### src/design/clcd_pkg.sv
// Shared types and constants for the character LCD bus write sequencer.
// No dependencies; all other design files but the checker import it.
package clcd_pkg;

  typedef enum logic [1:0] {
    REQ_CMD  = 2'd0,
    REQ_DATA = 2'd1,
    REQ_POS  = 2'd2,
    REQ_NONE = 2'd3
  } req_type_e;

  typedef enum logic [1:0] {
    CFG_FOUR_BIT_MODE  = 2'd0,
    CFG_PULSE_US_EIGHT = 2'd1,
    CFG_PULSE_US_FOUR  = 2'd2,
    CFG_UNUSED         = 2'd3
  } cfg_index_e;

  localparam logic [7:0]  CMD_SET_DDRAM   = 8'h80;
  localparam logic [7:0]  ROW1_OFFSET     = 8'h40;
  localparam logic [15:0] PULSE_EIGHT_RST = 16'd2000;
  localparam logic [15:0] PULSE_FOUR_RST  = 16'd1000;
  localparam int unsigned QUEUE_DEPTH     = 2;

  // One classified request: the byte to write and the RS level.
  typedef struct packed {
    logic       rs;
    logic [7:0] byte_val;
  } clcd_item_t;

  typedef struct packed {
    logic        nibble_mode;
    logic [15:0] pulse_eight;
    logic [15:0] pulse_four;
  } clcd_cfg_t;

  typedef struct packed {
    logic full;
    logic empty;
  } clcd_qstat_t;

endpackage

### src/design/clcd_front.sv
// Front end: accepts requests, drops unused types and turns each request
// into a byte plus RS level held in a one-entry stage. Uses clcd_pkg.
module clcd_front (
  input  logic                clk_i,
  input  logic                rst_ni,
  input  logic                in_valid_i,
  output logic                in_stall_o,
  input  logic [1:0]          req_type_i,
  input  logic [7:0]          value_i,
  input  logic                row_i,
  input  logic [5:0]          column_i,
  input  clcd_pkg::clcd_qstat_t q_stat_i,
  output logic                push_o,
  output clcd_pkg::clcd_item_t push_item_o
);
  import clcd_pkg::*;

  logic       valid_q, valid_d;
  clcd_item_t item_q, item_d;
  logic       accept;
  logic       useful;

  assign push_o      = valid_q && !q_stat_i.full;
  assign in_stall_o  = valid_q && q_stat_i.full;
  assign accept      = in_valid_i && !in_stall_o;
  assign useful      = (req_type_i != REQ_NONE);
  assign push_item_o = item_q;

  always_comb begin
    item_d = item_q;
    valid_d = valid_q;
    if (push_o) begin
      valid_d = 1'b0;
    end
    if (accept && useful) begin
      valid_d = 1'b1;
      case (req_type_i)
        REQ_CMD: begin
          item_d.rs       = 1'b0;
          item_d.byte_val = value_i;
        end
        REQ_DATA: begin
          item_d.rs       = 1'b1;
          item_d.byte_val = value_i;
        end
        REQ_POS: begin
          // Column is below 64, so the sum always fits in eight bits.
          item_d.rs       = 1'b0;
          item_d.byte_val = CMD_SET_DDRAM + (row_i ? ROW1_OFFSET : 8'h00)
                            + {2'b00, column_i};
        end
        default: begin
          item_d = item_q;
        end
      endcase
    end
  end

  always_ff @(posedge clk_i or negedge rst_ni) begin
    if (!rst_ni) begin
      valid_q <= 1'b0;
    end else begin
      valid_q <= valid_d;
    end
  end

  always_ff @(posedge clk_i) begin
    item_q <= item_d;
  end

endmodule

### src/design/clcd_queue.sv
// Small request queue between the front end and the bus sequencer.
// Uses clcd_pkg for the entry and status types.
module clcd_queue #(
  parameter int unsigned Depth = clcd_pkg::QUEUE_DEPTH
) (
  input  logic                 clk_i,
  input  logic                 rst_ni,
  input  logic                 push_i,
  input  clcd_pkg::clcd_item_t push_item_i,
  input  logic                 pop_i,
  output clcd_pkg::clcd_item_t head_o,
  output clcd_pkg::clcd_qstat_t stat_o
);
  import clcd_pkg::*;

  localparam int unsigned PtrW = $clog2(Depth);
  localparam int unsigned CntW = $clog2(Depth + 1);
  localparam logic [PtrW-1:0] LastPtr = PtrW'(Depth - 1);
  localparam logic [CntW-1:0] FullCnt = CntW'(Depth);

  clcd_item_t            mem_q [Depth];
  logic [PtrW-1:0]       wr_ptr_q, wr_ptr_d;
  logic [PtrW-1:0]       rd_ptr_q, rd_ptr_d;
  logic [CntW-1:0]       count_q, count_d;
  logic                  do_push, do_pop;

  assign stat_o.full  = (count_q == FullCnt);
  assign stat_o.empty = (count_q == '0);
  assign do_push      = push_i && !stat_o.full;
  assign do_pop       = pop_i && !stat_o.empty;
  assign head_o       = mem_q[rd_ptr_q];

  always_comb begin
    wr_ptr_d = wr_ptr_q;
    rd_ptr_d = rd_ptr_q;
    count_d  = count_q;
    if (do_push) begin
      wr_ptr_d = (wr_ptr_q == LastPtr) ? '0 : wr_ptr_q + 1'b1;
    end
    if (do_pop) begin
      rd_ptr_d = (rd_ptr_q == LastPtr) ? '0 : rd_ptr_q + 1'b1;
    end
    if (do_push && !do_pop) begin
      count_d = count_q + 1'b1;
    end else if (do_pop && !do_push) begin
      count_d = count_q - 1'b1;
    end
  end

  always_ff @(posedge clk_i or negedge rst_ni) begin
    if (!rst_ni) begin
      wr_ptr_q <= '0;
      rd_ptr_q <= '0;
      count_q  <= '0;
    end else begin
      wr_ptr_q <= wr_ptr_d;
      rd_ptr_q <= rd_ptr_d;
      count_q  <= count_d;
    end
  end

  always_ff @(posedge clk_i) begin
    if (do_push) begin
      mem_q[wr_ptr_q] <= push_item_i;
    end
  end

endmodule

### src/design/clcd_back.sv
// Bus sequencer, uses clcd_pkg: each queued byte goes through its enable
// phases, one per cycle while not stalled, into a registered output.
module clcd_back (
  input  logic                  clk_i,
  input  logic                  rst_ni,
  input  clcd_pkg::clcd_cfg_t   cfg_i,
  input  clcd_pkg::clcd_item_t  head_i,
  input  clcd_pkg::clcd_qstat_t q_stat_i,
  output logic                  pop_o,
  output logic                  out_valid_o,
  input  logic                  out_stall_i,
  output logic                  reg_select_o,
  output logic                  read_write_o,
  output logic                  enable_o,
  output logic [7:0]            data_pins_o,
  output logic [15:0]           hold_us_o,
  output logic                  last_o
);
  import clcd_pkg::*;

  logic [1:0]  phase_q, phase_d;
  logic [7:0]  latch_q, latch_d;
  logic        valid_q, valid_d;
  logic        rs_q, en_q, last_q;
  logic [7:0]  pins_q;
  logic [15:0] hold_q;

  logic        advance, fire, is_last, en_now;
  logic [7:0]  pins_now;
  logic [15:0] hold_now;

  assign advance  = !valid_q || !out_stall_i;
  assign fire     = advance && !q_stat_i.empty;
  assign is_last  = cfg_i.nibble_mode ? (phase_q == 2'd3) : (phase_q == 2'd1);
  assign en_now   = !phase_q[0];
  // In four-bit mode only D7..D4 carry the nibble; D3..D0 keep the latch.
  assign pins_now = cfg_i.nibble_mode
                    ? {(phase_q[1] ? head_i.byte_val[3:0] : head_i.byte_val[7:4]),
                       latch_q[3:0]}
                    : head_i.byte_val;
  assign hold_now = en_now ? (cfg_i.nibble_mode ? cfg_i.pulse_four : cfg_i.pulse_eight)
                           : 16'd0;
  assign pop_o    = fire && is_last;

  always_comb begin
    phase_d = phase_q;
    latch_d = latch_q;
    valid_d = valid_q;
    if (advance) begin
      valid_d = fire;
    end
    if (fire) begin
      phase_d = is_last ? 2'd0 : phase_q + 2'd1;
      if (is_last) begin
        latch_d = pins_now;
      end
    end
  end

  always_ff @(posedge clk_i or negedge rst_ni) begin
    if (!rst_ni) begin
      phase_q <= 2'd0;
      latch_q <= 8'h00;
      valid_q <= 1'b0;
    end else begin
      phase_q <= phase_d;
      latch_q <= latch_d;
      valid_q <= valid_d;
    end
  end

  always_ff @(posedge clk_i) begin
    if (fire) begin
      rs_q   <= head_i.rs;
      en_q   <= en_now;
      pins_q <= pins_now;
      hold_q <= hold_now;
      last_q <= is_last;
    end
  end

  assign out_valid_o  = valid_q;
  assign reg_select_o = rs_q;
  assign read_write_o = 1'b0;
  assign enable_o     = en_q;
  assign data_pins_o  = pins_q;
  assign hold_us_o    = hold_q;
  assign last_o       = last_q;

endmodule

### src/design/char_lcd_bus_write_sequencer.sv
// Top level of the character LCD bus write sequencer: configuration
// registers plus front end, request queue and bus sequencer. Uses clcd_pkg.
//
// Usage: the request channel (in_valid_i / in_stall_o) takes a command byte,
// a data byte or a cursor position. Each request yields a series of bus
// phases on the phase channel (out_valid_o / out_stall_i): two phases in
// eight-bit mode (E high, E low) and four in four-bit mode (high nibble then
// low nibble, each E high then E low). last_o marks the final phase.
// Request type 3 is taken and produces no phases.
// A request passes the front-end stage, a queue entry and the output
// register before its first phase is valid. Throughput: the bus sequencer
// emits one phase per cycle while the receiver does not stall, so it holds
// each request for all its phases; the front end and queue take a new
// request every cycle until both the queue and the front-end stage are full.
// The configuration channel (cfg_valid_i / cfg_ready_o) is always ready and
// should only be written while no request is in flight.
// Reset clears the queue and output valid, sets eight-bit mode, 2000 us and
// 1000 us pulse times, and zeroes the D7..D0 latch. When the receiver stalls,
// the current phase holds and the queue fills, then in_stall_o rises.
module char_lcd_bus_write_sequencer #(
  parameter int unsigned QueueDepth = clcd_pkg::QUEUE_DEPTH
) (
  input  logic        clk_i,
  input  logic        rst_ni,
  input  logic        in_valid_i,
  output logic        in_stall_o,
  input  logic [1:0]  req_type_i,
  input  logic [7:0]  value_i,
  input  logic        row_i,
  input  logic [5:0]  column_i,
  input  logic        cfg_valid_i,
  output logic        cfg_ready_o,
  input  logic [1:0]  cfg_index_i,
  input  logic [15:0] cfg_data_i,
  output logic        out_valid_o,
  input  logic        out_stall_i,
  output logic        reg_select_o,
  output logic        read_write_o,
  output logic        enable_o,
  output logic [7:0]  data_pins_o,
  output logic [15:0] hold_us_o,
  output logic        last_o
);
  import clcd_pkg::*;

  clcd_cfg_t   cfg_q, cfg_d;
  clcd_qstat_t q_stat;
  clcd_item_t  push_item, head;
  logic        push, pop;

  assign cfg_ready_o = 1'b1;

  always_comb begin
    cfg_d = cfg_q;
    if (cfg_valid_i) begin
      case (cfg_index_i)
        CFG_FOUR_BIT_MODE:  cfg_d.nibble_mode = cfg_data_i[0];
        CFG_PULSE_US_EIGHT: cfg_d.pulse_eight = cfg_data_i;
        CFG_PULSE_US_FOUR:  cfg_d.pulse_four  = cfg_data_i;
        default:            cfg_d             = cfg_q;
      endcase
    end
  end

  always_ff @(posedge clk_i or negedge rst_ni) begin
    if (!rst_ni) begin
      cfg_q.nibble_mode <= 1'b0;
      cfg_q.pulse_eight <= PULSE_EIGHT_RST;
      cfg_q.pulse_four  <= PULSE_FOUR_RST;
    end else begin
      cfg_q <= cfg_d;
    end
  end

  clcd_front u_front (
    .clk_i       (clk_i),
    .rst_ni      (rst_ni),
    .in_valid_i  (in_valid_i),
    .in_stall_o  (in_stall_o),
    .req_type_i  (req_type_i),
    .value_i     (value_i),
    .row_i       (row_i),
    .column_i    (column_i),
    .q_stat_i    (q_stat),
    .push_o      (push),
    .push_item_o (push_item)
  );

  clcd_queue #(
    .Depth (QueueDepth)
  ) u_queue (
    .clk_i       (clk_i),
    .rst_ni      (rst_ni),
    .push_i      (push),
    .push_item_i (push_item),
    .pop_i       (pop),
    .head_o      (head),
    .stat_o      (q_stat)
  );

  clcd_back u_back (
    .clk_i        (clk_i),
    .rst_ni       (rst_ni),
    .cfg_i        (cfg_q),
    .head_i       (head),
    .q_stat_i     (q_stat),
    .pop_o        (pop),
    .out_valid_o  (out_valid_o),
    .out_stall_i  (out_stall_i),
    .reg_select_o (reg_select_o),
    .read_write_o (read_write_o),
    .enable_o     (enable_o),
    .data_pins_o  (data_pins_o),
    .hold_us_o    (hold_us_o),
    .last_o       (last_o)
  );

endmodule

### config.mk
export PLATFORM = sky130hd
export DESIGN_NAME = char_lcd_bus_write_sequencer
export DESIGN_NICKNAME = d
export VERILOG_FILES = /design/src/design/clcd_pkg.sv /design/src/design/clcd_front.sv /design/src/design/clcd_queue.sv /design/src/design/clcd_back.sv /design/src/design/char_lcd_bus_write_sequencer.sv
export SDC_FILE = /design/constraint.sdc
export NUM_CORES = 1
export LEC_CHECK = 0
export BUFFER_PORTS_ARGS = -buffer_cell sky130_fd_sc_hd__buf_4
export CORE_MARGIN = 3
export CORE_UTILIZATION = 59
export CTS_CLUSTER_DIAMETER = 150
export DETAILED_ROUTE_END_ITERATION = 6
export PLACE_DENSITY = 0.93
export SLEW_MARGIN = 5
export SYNTH_ARGS = -nofsm -noshare
export SYNTH_HDL_FRONTEND = slang
export SYNTH_SLANG_ARGS = --single-unit
### constraint.sdc
create_clock -name clk_i -period 5.23 [get_ports clk_i]
set_input_delay 0.2615 -clock clk_i [delete_from_list [all_inputs] [get_ports clk_i]]
set_output_delay 0.2615 -clock clk_i [all_outputs]
set_load 0.05 [all_outputs]
# Yosys cells after proc, flatten, opt, wreduce, memory -nomap -nowiden
# Memories as Yosys holds them, arrays and structs flattened.
# Index checks and enable logic that the tools add are counted.
dict set report totals {
  latch_bits 0
  elab_cells 78
  memories 1
  romBits 0
  regBits 81
  inputBits 40
  out_inout_bits 31
  mem_bits_rw 18
}
# memory words word_bits read_ports rd_ports_with_merged_regs write_ports line_no
set memory_table {}
lappend memory_table {u_queue.mem_q 2 9 1 0 1 clcd_queue.sv:21} ;# clcd_item_t mem_q [Depth];
dict set report op_classes {
  bitwise 0
  n_mux 15
  n_shift 0
  reduce_logical 30
  n_mul 0
  n_div 0
  n_addsub 7
  n_lt_le_gt_ge 0
  eq_ne 8
}
# op n
set op_table {}
lappend op_table {{case mux 9 bit (3 select lines)} 1}
lappend op_table {{2-to-1 mux 16 bit} 1}
lappend op_table {{logical AND 1 bit} 10}
lappend op_table {{AND reduction 2 bit} 5}
lappend op_table {{adder 8 x 6 -> 8 bit} 1}
lappend op_table {{adder 8 bit, first input constant} 1}
lappend op_table {{== test 2 bit, second input constant} 4}
lappend op_table {{zero test 1 bit} 8}
lappend op_table {{2-to-1 mux 8 bit} 1}
lappend op_table {{2-to-1 mux 1 bit} 7}
lappend op_table {{2-to-1 mux 7 bit} 1}
lappend op_table {{== test 2 x 1 -> 1 bit, second input constant} 3}
lappend op_table {{zero test 2 bit} 3}
lappend op_table {{2-to-1 mux 2 bit} 3}
lappend op_table {{adder 2 x 1 -> 2 bit, second input constant} 2}
lappend op_table {{2-to-1 mux 4 bit} 1}
lappend op_table {{nonzero test 2 bit} 2}
lappend op_table {{nonzero test 3 bit} 1}
lappend op_table {{adder 1 bit, second input constant} 2}
lappend op_table {{!= test 2 bit, second input constant} 1}
lappend op_table {{subtractor 2 x 1 -> 2 bit, second input constant} 1}
lappend op_table {{logical OR 1 bit} 1}

# Depth between registers and ports, before layout
dict set report logic_depth {
  ltp_word 8
  ltp_mapped 7
  mapped_depth_nobuf 7
}

# Modules after synthesis
# From an unflattened synthesis, not the netlist that was laid out.
dict set report unflattened {
  cells_unflattened 251
  area_unflattened_um2 4177.8
}
# module area_each_um2 cells_each n_inst
set modules_own_cells {}
lappend modules_own_cells {clcd_back 1483.9 98 1}
lappend modules_own_cells {char_lcd_bus_write_sequencer 1368.8 73 1}
lappend modules_own_cells {clcd_queue 845.8 47 1}
lappend modules_own_cells {clcd_front 479.2 33 1}

# Worst setup path before layout
# OpenSTA, ideal clock, no wires.
dict set report synth_timing {
  path_kind {register -> register}
  from {register u_back.valid_q, in the netlist u_back.out_valid_o}
  to {register u_queue.count_q[1]}
  stages_incl_launch_ff 7
  path_slack_ns 3.015
  t_arrival_ns 2.136
  setup_ns 0.079
  period_less_slack_ns 2.215
  required_ns 5.151
  cell_sequence {dfrtp_1 -> a2bb2oi_4 -> o211ai_4 -> ha_1 -> xor2_1 -> nor2_1 -> xor2_1}
}
dict set report synth_via {
  elab_chain_len 8
  word_cells_on_any_way 10
  classes_between {mux (1); reduce/logical (9)}
}
# item line_no
set synth_rtl {}
lappend synth_rtl {{start: declaration} clcd_back.sv:23} ;# logic valid_q, valid_d;
lappend synth_rtl {{start signal: assignment} clcd_back.sv:68} ;# valid_q <= valid_d;
lappend synth_rtl {{zero test 1 bit *} clcd_back.sv:32} ;# assign advance = !valid_q || !out_stall_i;
lappend synth_rtl {{logical OR 1 bit *} clcd_back.sv:32}
lappend synth_rtl {{logical AND 1 bit *} clcd_back.sv:33} ;# assign fire = advance && !q_stat_i.empty;
lappend synth_rtl {{net u_back.fire} clcd_back.sv:28} ;# logic advance, fire, is_last, en_now;
lappend synth_rtl {{logical AND 1 bit *} clcd_back.sv:43} ;# assign pop_o = fire && is_last;
lappend synth_rtl {{logical AND 1 bit *} clcd_queue.sv:30} ;# assign do_pop = pop_i && !stat_o.empty;
lappend synth_rtl {{zero test 1 bit} clcd_queue.sv:43} ;# if (do_push && !do_pop) begin
lappend synth_rtl {{logical AND 1 bit} clcd_queue.sv:43}
lappend synth_rtl {{2-to-1 mux 2 bit or nonzero test 2 bit (tied branches)} --}
lappend synth_rtl {{end signal: assignment} clcd_queue.sv:58} ;# count_q <= count_d;
lappend synth_rtl {{end: declaration} clcd_queue.sv:24} ;# logic [CntW-1:0] count_q, count_d;
# The timed path passes the listed nets; every way through them passes the cells marked *.
# A chain may end at the register's enable or synchronous reset.

# Final worst setup path
dict set report layout_timing {
  from {register u_queue.count_q[0]}
  to {register u_queue.count_q[1]}
}
dict set report layout_via {
  elab_chain_len 8
  word_cells_on_any_way 18
  classes_between {add/sub (2); eq/ne (1); mux (2); reduce/logical (13)}
}
# item line_no
set layout_rtl {}
lappend layout_rtl {{zero test 2 bit *} clcd_queue.sv:28} ;# assign stat_o.empty = (count_q == '0);
lappend layout_rtl {{zero test 1 bit *} clcd_back.sv:33}
lappend layout_rtl {{logical AND 1 bit *} clcd_back.sv:33}
lappend layout_rtl {{net u_back.fire} clcd_back.sv:28}
lappend layout_rtl {{logical AND 1 bit *} clcd_back.sv:43}
lappend layout_rtl {{logical AND 1 bit *} clcd_queue.sv:30}
lappend layout_rtl {{zero test 1 bit} clcd_queue.sv:43}
lappend layout_rtl {{logical AND 1 bit} clcd_queue.sv:43}
lappend layout_rtl {{2-to-1 mux 2 bit or nonzero test 2 bit (tied branches)} --}
# The timed path passes the listed nets; every way through them passes the cells marked *. The select of a mux whose other input is x is not followed.

==> results.md <==
- Achievable frequency: 421.8 MHz
- Cell Pwr Density: 570.9 nW/um^2
- Post-DP HPWL: 4.668 mm
- Share of cells above drive strength 1: 45.17%
- Crit-path cells: a2bb2oi_4 > o211ai_4 > ha_1 > xor2_1 > nor2_1 > xor2_1
- Slew @ Worst Pin: 1.027 ns
- CP dominant cell by count: xor2_1
- Die Ht: 88.87 microns
- Ranking of synthesized cells by area: edfxtp_1 (40%), dfrtp_1 (20%), mux2_2 (9.7%)
- Fin. Hold Viols: 0
- Synth Area in XOR/XNOR: 1.297%
- Num CTS Buffers: 9
- Final period util: 45.33%
- Outcome: finished, final reports clean
- P&R area growth vs syn: 18.47%
- Final Skew: 0.01112 ns
- Initial antenna violation count: 0
- Leak pwr: 2.043 nW
- First DRT Iteration DRCs: 119
- Clock Sinks: 99
- Sequential cell area: 2763 sq um
- Synth unique cells: 30
- Die W: 88.87 microns
- CP arrival: 2.65 ns
- Pre-antenna DRT Iters: 4
- Synthesis Warnings: 0
- GRT overflow: 0
- Relative slew slack: 31.26%
- Critical Path RT: 5.51 ns
- Root buf cell: clkbuf_8
- Crit. End Element: flip-flop
- Multiplexer share of the synthesized area: 18.38%
- Initial Util: 62.38%
- IO Port Bufs: 68
- GP Congestion: 0.7528
- # diodes: 0
- Largest family of logic cells by synthesized area: multiplexers
- Seq cells post-synth: 99
- # Post-CTS Setup Buffers: 0
- Setup TNS: 0 ns
- Placed Cells incl. Taps: 381
- Startpoint types: flip-flop
- Compound-cell area share of the yosys netlist: 3.706%
- Net Count, Synth: 292
- Crit-path max cell delay: 0.79 ns
- WL/cell: 17.15 microns
- Final Max Tran Viols: 0
- Min Tclk post-route: 2.371 ns
- Slowest cell on the critical path: a2bb2oi_4
- Setup Crit Path Kind: reg -> reg
- Simple-gate area share of the yosys netlist: 4.571%
- Post-route ant nets: 0
- Endpoints failing setup: 0
- Largest net degree at the start of global routing: 46
- Die Footprint: 7897 sq um
- RSZ-0062 raised after global routing: no
- CTS tree: done
- Area of the multi-input gates: 1202 sq um
- Via density: 5.525
- Post-synthesis adder-cell area fraction: 1.544%
- Mapped Avg Cell Area: 16.40 sq um
- Sequential area share after synthesis: 68.19%
- H-tree levels: 3
- Core box area: 6495 sq um
- Nets: 361
- Most frequent cells in the layout: buf_4 (69), edfxtp_1 (54), mux2_2 (35), dfrtp_1 (33), nor2_1 (21)
- Total number of vias: 2199
- First-pass GRT wire length: 10.78 mm
- CP max FO: 30
- Worst-path clk slew: 0.09 ns
- Routed wire length: 6.826 mm
- Most common library cell in the layout ignoring fill and taps: buf_4
- Leading area contributor after synthesis: edfxtp_1
- Cell count after synthesis: 247
- Fill count: 376
- Io pins: 71
- GRT Resource Usage Total: 18.82%
- Non-Filler Instances: 398
- Clk_lat worst skew: 0.36 ns
- Peak VDD IR: 366.7 uV
- Vias in the first global route: 2216
- Max Cap Viol: 0
- Hold Path Class: in -> reg
- Netlist Area Pre-Place: 4051 sq um
- Clock buffer depth: 2
- Yosys top cell area share: 40.02%
- # DRC: 0
- Row Count: 29
[cells by family after synthesis]
logic type	Yosys count
compound gates	16
buf+inv	17
fa+ha+maj	5
mux	63
xor+xnor	6
simple gates	39
flops	99
other cells	2
[Yosys cell counts]
cell / instances
dfstp_2: 12
mux2_4: 4
ha_1: 5
a211o_1: 1
edfxtp_1: 54
a22o_1: 7
nor3b_1: 1
and3_1: 1
and2_1: 1
o21a_1: 1
nor2b_1: 2
mux2i_1: 20
clkbuf_1: 4
dfrtp_1: 33
nor2_1: 21
buf_2: 3
mux2_2: 35
a2bb2oi_4: 1
nand3b_2: 2
buf_4: 5
or2_2: 2
conb_1: 2
o21ai_0: 5
nand2_1: 7
nand2b_1: 2
mux4_2: 4
xnor2_1: 4
o211ai_4: 1
inv_1: 5
xor2_1: 2
[worst paths after layout]
| kind | end | slack, ns | cells after the start | start |
|---|---|---|---|---|
| max in group asynchronous | u_back.latch_q[3] | 4.40 | 2 | rst_ni |
| worst max register to register | u_queue.count_q[1] | 2.86 | 6 | u_queue.count_q[0] |
| worst max-delay path | u_queue.count_q[1] | 2.86 | 6 | u_queue.count_q[0] |
| min in group asynchronous | cfg_q[4] | 0.44 | 2 | rst_ni |
| worst min register to register | u_queue.mem_q[1][4] | 0.45 | 0 | u_front.push_item_o[4] |
| worst min-delay path | cfg_q[28] | 0.14 | 2 | cfg_data_i[12] |
[repair_timing]
| action | 4_1_cts | 5_1_grt |
|---|---|---|
| resized for setup | 0 | 0 |
| hold buffers | 1 | 0 |
| hold endpoints to repair | 33 | 0 |
[worst max-delay path: cells and delay by family, from the launching register on]
family	cells	cell delay (ns)
xor gates and xnor gates	2	0.29
DFF	1	0.48
and+or+nand+nor	1	0.12
adders and majority gates	1	0.30
AOI/OAI and AO/OA	2	1.08
[flip-flops by register name, summed over array words and instances, names as in the netlist]
register             count
u_back.enable_o          1
u_back.out_valid_o       1
u_front.push_item_o      9
u_back.data_pins_o       8
u_front.valid_q          1
u_back.phase_q           2
cfg_q                   33
u_back.hold_us_o        16
u_back.reg_select_o      1
u_queue.count_q          2
u_queue.mem_q           18
u_queue.rd_ptr_q         1
u_queue.wr_ptr_q         1
u_back.latch_q           4
u_back.last_o            1
[area by class of cell]
cell class	instances	share of cell area, %
clock buffer	10	2.659
clock inverter	6	1.330
inverter	5	0.3910
multi-input combinational	131	25.05
sequential	99	57.56
tap	77	2.007
timing repair buffer	70	11.00
[per-layer routing]
layer	share of wire, %	GRT usage [%]
met5	0	0
met4	1.8	7.967
met3	4.2	4.749
met2	52	30.84
met1	42	23.98
[metrics by stage]
step | utilization [%] | hold slack (ns) | power (mW) | area, sq um | setup slack [ns]
CTS | 73.90 | 0.1213 | 2.759 | 4800 | 2.855
floorplan | - | -0.03409 | 2.015 | 4051 | 3.015
detailed placement | 70.80 | 0.2900 | 2.284 | 4598 | 2.893
global route | 73.90 | 0.1145 | 2.873 | 4800 | 2.749
finish | 73.90 | 0.1365 | 2.740 | 4800 | 2.859
global placement | 70.80 | 0.2784 | 2.248 | 4598 | 2.974
[report_power, final]
part / switching (mW) / internal, mW / leakage (nW)
clock: 0.252 / 0.223 / 0.101
sequential: 0.154 / 1.14 / 1.04
combinational: 0.609 / 0.364 / 0.905
total: 1.02 / 1.72 / 2.04
Power figures use the tool's default switching activity.
